===== src/sv/owm_pkg.sv =====
package owm_pkg;

  localparam int TICK_CNT_W = 10;
  localparam int CFG_IDX_W = 3;
  localparam int CFG_DATA_W = 10;

  typedef enum logic [1:0] {
    OP_NONE  = 2'd0,
    OP_RESET = 2'd1,
    OP_WRITE = 2'd2,
    OP_READ  = 2'd3
  } op_t;

  typedef enum logic [2:0] {
    PH_IDLE     = 3'd0,
    PH_RST_LOW  = 3'd1,
    PH_RST_WAIT = 3'd2,
    PH_SLOT     = 3'd3,
    PH_WHOLD    = 3'd4,
    PH_RREL     = 3'd5,
    PH_RTAIL    = 3'd6,
    PH_REC      = 3'd7
  } phase_t;

  typedef enum logic [CFG_IDX_W-1:0] {
    REG_SLOT_START  = 3'd0,
    REG_WRITE_HOLD  = 3'd1,
    REG_READ_SAMPLE = 3'd2,
    REG_READ_TAIL   = 3'd3,
    REG_RESET_LOW   = 3'd4,
    REG_RESET_WAIT  = 3'd5,
    REG_RECOVERY    = 3'd6
  } reg_idx_t;

  localparam logic [3:0] SLOT_START_RST  = 4'd2;
  localparam logic [6:0] WRITE_HOLD_RST  = 7'd45;
  localparam logic [4:0] READ_SAMPLE_RST = 5'd4;
  localparam logic [6:0] READ_TAIL_RST   = 7'd65;
  localparam logic [9:0] RESET_LOW_RST   = 10'd490;
  localparam logic [9:0] RESET_WAIT_RST  = 10'd580;
  localparam logic [3:0] RECOVERY_RST    = 4'd1;

  localparam logic [7:0] CRC_POLY = 8'h8c;

  typedef struct packed {
    logic [1:0] op;
    logic [7:0] data_byte;
    logic       line_in;
  } in_item_t;

  typedef struct packed {
    logic       drive_low;
    logic       busy_res;
    logic       done_res;
    logic [7:0] last_byte;
    logic [7:0] crc_value;
  } out_item_t;

  function automatic logic [7:0] crc8_byte(input logic [7:0] crc, input logic [7:0] b);
    logic [7:0] c;
    c = crc ^ b;
    for (int k = 0; k < 8; k++) begin
      if (c[0]) begin
        c = (c >> 1) ^ CRC_POLY;
      end else begin
        c = c >> 1;
      end
    end
    return c;
  endfunction

endpackage


===== src/sv/one_wire_master_byte_engine_core.sv =====
// 1-Wire bus master byte engine. Every input item is one timing tick (normally one
// microsecond) and yields exactly one result item: the bus drive level for that tick,
// busy and done flags, the last byte read and the running Dallas CRC-8 over bytes read
// since the last reset pulse. A reset, write-byte or read-byte command is taken only
// while idle and starts in the same tick; bytes go LSB first, a read samples the line
// in the first tick of each slot tail, and every bit slot ends with a recovery gap.
// Tick counts come from seven configuration registers (a zero count acts as one).
// The engine takes one tick per clock cycle: the next state and the result are formed
// in one pass from the state registers and the tick, and the result is held in an
// output register, so a tick can be accepted every cycle while out_ready stays high.
module one_wire_master_byte_engine_core (
  input  logic                                  clk,
  input  logic                                  rst_n,
  input  logic                                  in_valid,
  output logic                                  in_ready,
  input  owm_pkg::in_item_t                     in_data,
  output logic                                  out_valid,
  input  logic                                  out_ready,
  output owm_pkg::out_item_t                    out_data,
  input  logic                                  cfg_valid,
  output logic                                  cfg_ready,
  input  logic [owm_pkg::CFG_IDX_W-1:0]         cfg_index,
  input  logic [owm_pkg::CFG_DATA_W-1:0]        cfg_data
);

  logic [3:0] slot_start_r;
  logic [6:0] write_hold_r;
  logic [4:0] read_sample_r;
  logic [6:0] read_tail_r;
  logic [9:0] reset_low_r;
  logic [9:0] reset_wait_r;
  logic [3:0] recovery_r;

  owm_pkg::phase_t phase_r, phase_nxt;
  owm_pkg::op_t    kind_r, kind_nxt;
  logic [owm_pkg::TICK_CNT_W-1:0] tick_r, tick_nxt;
  logic [2:0] bit_r, bit_nxt;
  logic [7:0] shift_r, shift_nxt;
  logic [7:0] rx_r, rx_nxt;
  logic [7:0] crc_r, crc_nxt;

  logic                  out_valid_r;
  owm_pkg::out_item_t    out_data_r, res_nxt;
  logic                  in_fire;

  logic [owm_pkg::TICK_CNT_W-1:0] len_raw, len;
  logic [owm_pkg::TICK_CNT_W:0]   tick_inc;

  assign cfg_ready = 1'b1;
  assign in_ready  = !out_valid_r || out_ready;
  assign in_fire   = in_valid && in_ready;
  assign out_valid = out_valid_r;
  assign out_data  = out_data_r;

  always_ff @(posedge clk) begin
    if (!rst_n) begin
      slot_start_r  <= owm_pkg::SLOT_START_RST;
      write_hold_r  <= owm_pkg::WRITE_HOLD_RST;
      read_sample_r <= owm_pkg::READ_SAMPLE_RST;
      read_tail_r   <= owm_pkg::READ_TAIL_RST;
      reset_low_r   <= owm_pkg::RESET_LOW_RST;
      reset_wait_r  <= owm_pkg::RESET_WAIT_RST;
      recovery_r    <= owm_pkg::RECOVERY_RST;
    end else if (cfg_valid) begin
      case (cfg_index)
        owm_pkg::REG_SLOT_START:  slot_start_r  <= cfg_data[3:0];
        owm_pkg::REG_WRITE_HOLD:  write_hold_r  <= cfg_data[6:0];
        owm_pkg::REG_READ_SAMPLE: read_sample_r <= cfg_data[4:0];
        owm_pkg::REG_READ_TAIL:   read_tail_r   <= cfg_data[6:0];
        owm_pkg::REG_RESET_LOW:   reset_low_r   <= cfg_data[9:0];
        owm_pkg::REG_RESET_WAIT:  reset_wait_r  <= cfg_data[9:0];
        owm_pkg::REG_RECOVERY:    recovery_r    <= cfg_data[3:0];
        default: ;
      endcase
    end
  end

  always_comb begin
    phase_nxt = phase_r;
    kind_nxt  = kind_r;
    tick_nxt  = tick_r;
    bit_nxt   = bit_r;
    shift_nxt = shift_r;
    rx_nxt    = rx_r;
    crc_nxt   = crc_r;
    res_nxt   = '0;
    len_raw   = '0;
    len       = '0;
    tick_inc  = '0;

    // command start, only from idle
    if (phase_r == owm_pkg::PH_IDLE && in_data.op != owm_pkg::OP_NONE) begin
      kind_nxt = owm_pkg::op_t'(in_data.op);
      tick_nxt = '0;
      bit_nxt  = '0;
      if (in_data.op == owm_pkg::OP_RESET) begin
        crc_nxt   = '0;
        phase_nxt = owm_pkg::PH_RST_LOW;
      end else begin
        shift_nxt = (in_data.op == owm_pkg::OP_WRITE) ? in_data.data_byte : 8'd0;
        phase_nxt = owm_pkg::PH_SLOT;
      end
    end

    if (phase_nxt != owm_pkg::PH_IDLE) begin
      case (phase_nxt)
        owm_pkg::PH_RST_LOW:  len_raw = reset_low_r;
        owm_pkg::PH_RST_WAIT: len_raw = reset_wait_r;
        owm_pkg::PH_SLOT:     len_raw = owm_pkg::TICK_CNT_W'(slot_start_r);
        owm_pkg::PH_WHOLD:    len_raw = owm_pkg::TICK_CNT_W'(write_hold_r);
        owm_pkg::PH_RREL:     len_raw = owm_pkg::TICK_CNT_W'(read_sample_r);
        owm_pkg::PH_RTAIL:    len_raw = owm_pkg::TICK_CNT_W'(read_tail_r);
        default:              len_raw = owm_pkg::TICK_CNT_W'(recovery_r);
      endcase
      len = (len_raw == '0) ? owm_pkg::TICK_CNT_W'(1) : len_raw;
      res_nxt.busy_res = 1'b1;

      case (phase_nxt)
        owm_pkg::PH_RST_LOW: res_nxt.drive_low = 1'b1;
        owm_pkg::PH_SLOT:    res_nxt.drive_low = 1'b1;
        owm_pkg::PH_WHOLD:   res_nxt.drive_low = !shift_nxt[0];
        owm_pkg::PH_RTAIL: begin
          if (tick_nxt == '0) begin
            shift_nxt = {in_data.line_in, shift_nxt[7:1]};
          end
        end
        default: ;
      endcase

      tick_inc = {1'b0, tick_nxt} + 1'b1;
      if (tick_inc >= {1'b0, len}) begin
        tick_nxt = '0;
        case (phase_nxt)
          owm_pkg::PH_RST_LOW:  phase_nxt = owm_pkg::PH_RST_WAIT;
          owm_pkg::PH_RST_WAIT: begin
            phase_nxt        = owm_pkg::PH_IDLE;
            res_nxt.done_res = 1'b1;
          end
          owm_pkg::PH_SLOT: begin
            phase_nxt = (kind_nxt == owm_pkg::OP_WRITE) ? owm_pkg::PH_WHOLD
                                                        : owm_pkg::PH_RREL;
          end
          owm_pkg::PH_WHOLD: begin
            shift_nxt = {1'b0, shift_nxt[7:1]};
            phase_nxt = owm_pkg::PH_REC;
          end
          owm_pkg::PH_RREL:  phase_nxt = owm_pkg::PH_RTAIL;
          owm_pkg::PH_RTAIL: phase_nxt = owm_pkg::PH_REC;
          default: begin
            if (bit_nxt == 3'd7) begin
              if (kind_nxt == owm_pkg::OP_READ) begin
                rx_nxt  = shift_nxt;
                crc_nxt = owm_pkg::crc8_byte(crc_nxt, shift_nxt);
              end
              bit_nxt          = '0;
              phase_nxt        = owm_pkg::PH_IDLE;
              res_nxt.done_res = 1'b1;
            end else begin
              bit_nxt   = bit_nxt + 3'd1;
              phase_nxt = owm_pkg::PH_SLOT;
            end
          end
        endcase
      end else begin
        tick_nxt = tick_inc[owm_pkg::TICK_CNT_W-1:0];
      end
    end

    res_nxt.last_byte = rx_nxt;
    res_nxt.crc_value = crc_nxt;
  end

  always_ff @(posedge clk) begin
    if (!rst_n) begin
      phase_r     <= owm_pkg::PH_IDLE;
      kind_r      <= owm_pkg::OP_NONE;
      tick_r      <= '0;
      bit_r       <= '0;
      shift_r     <= '0;
      rx_r        <= '0;
      crc_r       <= '0;
      out_valid_r <= 1'b0;
    end else begin
      if (in_fire) begin
        phase_r <= phase_nxt;
        kind_r  <= kind_nxt;
        tick_r  <= tick_nxt;
        bit_r   <= bit_nxt;
        shift_r <= shift_nxt;
        rx_r    <= rx_nxt;
        crc_r   <= crc_nxt;
        out_valid_r <= 1'b1;
      end else if (out_ready) begin
        out_valid_r <= 1'b0;
      end
    end
  end

  always_ff @(posedge clk) begin
    if (in_fire) begin
      out_data_r <= res_nxt;
    end
  end

endmodule


===== config.mk =====
export PLATFORM = sky130hd
export DESIGN_NAME = one_wire_master_byte_engine_core
export DESIGN_NICKNAME = d
export VERILOG_FILES = /design/src/sv/owm_pkg.sv /design/src/sv/one_wire_master_byte_engine_core.sv
export SDC_FILE = /design/constraint.sdc
export NUM_CORES = 1
export LEC_CHECK = 0
export BUFFER_PORTS_ARGS = -buffer_cell sky130_fd_sc_hd__buf_2
export CORE_MARGIN = 5
export CORE_UTILIZATION = 47
export DETAILED_ROUTE_END_ITERATION = 7
export PLACE_DENSITY = 0.61
export SYNTH_ARGS = -nofsm -noshare
export SYNTH_HDL_FRONTEND = slang
export SYNTH_SLANG_ARGS = --single-unit

===== constraint.sdc =====
create_clock -name clk -period 6.5 [get_ports clk]
set_clock_uncertainty 0.05 [all_clocks]
set_input_delay 0.975 -clock clk [delete_from_list [all_inputs] [get_ports clk]]
set_output_delay 0.975 -clock clk [all_outputs]
set_load 0.01 [all_outputs]

==> results.toml <==
[yosys]
ys_types = 72
muxShareOfSynthArea_pct = 10.21
synth-simple-area-share_pct = 21.60
synth.largest_area_cell = "dfxtp_1"
synth_top_family_by_area = "simple AND/OR/NAND/NOR gates"
synth_fa_ha_area_share_pct = 2.893
yosysWarnings = 0
yosys-top-cells-count = "nand2_1, dfxtp_1, a21oi_1"
ys.flop_type = "dfxtp_1"
syn_nets = 735
ys_ff_latch = 109
ys_top_cells_by_area = "dfxtp_1, edfxtp_1, mux2i_1"
yosysTopAreaCellShare_pct = 29.76
yosysMostFrequentCell = "nand2_1"
synth_edf_count = 19
synth-compound-area-share_pct = 16.04
netlist_area_mm2 = 0.006055
synthArstFlopShare_pct = 0
synth_xor_area_share_pct = 6.324
ys_seq_area_share_pct = 39.18
synth.avg_cell_area_um2 = 8.749
syn-instance-count = 692

[power_and_ir_drop]
power.total_w = 0.001753
ir_drop_mv = 0.1063
cellPowerDensity_mw_per_mm2 = 263.3
p_leak_nw = 2.766

[global_route]
antenna_found_initial = 0
grt-ovfl-total = 0
gr-usage-all-layers_pct = 20.60
grt_max_degree = 50
grt_pass1_vias = 4980
grt_pass1_wl_um = 24920

[outcome]
outcome = "completed"

[cts]
cts.clk_slew.worst_paths_ns = 0.07
root_buffer = "clkbuf_16"
cts_tree = "built"
htreeDepth = 3
post_cts_buffers = 0
cts_resized = 0
clockBufferDepth = 2
cts_num_sinks = 109
ctsHoldBuffers = 0
clock_latency_ns = 0.36
cts_made_buffers = 9

[drt]
ant_nets = 0
drtIter0Drc = 343
drt-total-wl_um = 15140
vias_per_cell = 5.677
drt-pass1-iter-count = 5
vias = 5075
wl_per_cell_um = 16.94
drc = 0

[cells_and_area]
final_util_pct = 52.78
syn_to_final_growth_pct = 10.00
drive_above_1_share_pct = 13.02
nNetsFinal = 760
stdcell_count = 894
n_antenna_cell = 0

[placement]
place.gp.congestion = 0.8956
io_buffer_count = 49
dp_hpwl_um = 10920
place_inst = 878

[worst_setup_path]
cp-end-kind = "flip-flop"
cp.arrival_ns = 5.55
critical_path_class = "in -> reg"
crit_path_start_kind = "input pin"
cp.required_ns = 6.70
path_max_fanout = 23

[timing]
rsz0062_at_grt = "false"
hold_viol_final = 0
hold_ws_ns = 0.4018
period_share_pct = 82.29
relSlewSlack_pct = 24.67
period_needed_ns = 5.349
worst_pin_slew_ns = 1.128
setup_tns_ns = 0
fmax_mhz = 187.0
drv_slew = 0
setup_violations = 0

[floorplan]
fp.dieArea_mm2 = 0.01525
die_w_um = 123.5
ios = 51
start_util_pct = 47.98
fp.coreArea_mm2 = 0.01262
fp.dieH_um = 123.5
rows = 41

[run]
maxCapViolCount = 0

[min_path]
worstHoldPathType = "reg -> reg"
final cells by class:
class | instances | area, um2
Tap cell | 172 | 215.2
Clock inverter | 5 | 40.04
Clock buffer | 11 | 242.7
Sequential cell | 109 | 2372
Inverter | 11 | 41.29
Timing Repair Buffer | 55 | 290.3
Fill cell | 1220 | 5959
Multi-Input combinational cell | 531 | 3458
cell usage in the layout, fill, tap and decap left out, drive strengths merged, types with 8 or more instances in the layout:
cell	Yosys	final
a21oi	59	59
and3	12	12
buf	12	55
clkbuf	29	11
dfxtp	90	90
edfxtp	19	19
ha	14	14
inv	11	13
mux2	9	9
mux2i	50	50
nand2	111	111
nand2b	11	11
nand3	41	41
nor2	44	44
nor2b	13	13
nor3	14	14
o211a	8	8
o21ai	26	26
xnor2	20	20
xor2	12	12
cells by family (layout without fill, tap and decap cells):
| group | count (synthesis) | in the layout |
|---|---|---|
| mux | 59 | 59 |
| simple gates | 276 | 276 |
| fa+ha+maj | 14 | 14 |
| xor+xnor | 34 | 34 |
| other cells | 1 | 1 |
| compound gates | 147 | 147 |
| flops | 109 | 109 |
| buf+inv | 52 | 82 |
sequential cells by signal, summed over array words and instances (netlist names):
register	flops
out_data	19
reset_low_r	10
reset_wait_r	10
tick_r	10
crc_r	8
rx_r	8
shift_r	8
read_tail_r	7
write_hold_r	7
read_sample_r	5
recovery_r	4
slot_start_r	4
bit_r	3
phase_r	3
kind_r	2
out_valid	1
worst max-delay path: stages:
cell and delay, ns:
buf_2 0.21, or2_1 0.29, nand2_1 0.34, nand2_1 0.13
inv_1 0.09, ha_1 0.18, nand4_1 0.25, or3_1 0.43
a21oi_1 0.21, ha_1 0.27, and3_1 0.18, a2111oi_0 0.40
o21a_1 0.21, o221a_2 0.55, nor2_4 0.23, mux2_1 0.38
o211a_1 0.21
layer usage:
metal | up-vias | track usage, % | part of all wire [%]
met3 | 24 | 4.071 | 5.0
li1 | 2522 | - | -
met1 | 2416 | 25.89 | 44
met5 | - | 0 | 0
met4 | 0 | 5.952 | 1.8
met2 | 113 | 35.81 | 49
stage by stage:
step	setup WS, ns	instance area [um2]
2_1_floorplan	1.468	6055
5_1_grt	0.8613	6660
4_1_cts	1.199	6660
6_report	1.151	6660
3_5_place_dp	0.8356	6377
3_3_place_gp	1.038	6377
path summary, 6_finish.rpt:
kind / from / end / slack (ns) / cells after the start
setup / recovery: in_data[9] / rx_r[0]$_SDFFE_PN0P_ / 1.15 / 17
hold / removal: reset_wait_r[3]$_SDFFE_PN0P_ / reset_wait_r[3]$_SDFFE_PN0P_ / 0.40 / 2
setup reg to reg: phase_r[2]$_SDFFE_PN0P_ / rx_r[0]$_SDFFE_PN0P_ / 1.55 / 16
hold reg to reg: reset_wait_r[3]$_SDFFE_PN0P_ / reset_wait_r[3]$_SDFFE_PN0P_ / 0.40 / 2
power by group:
group,switching (W),internal (W),total (W)
Sequential,0.0000228,0.000719,0.000741
Combinational,0.000296,0.000181,0.000477
Clock,0.000260,0.000275,0.000535
Total,0.000578,0.00118,0.00175
Power figures use the tool's default switching activity.
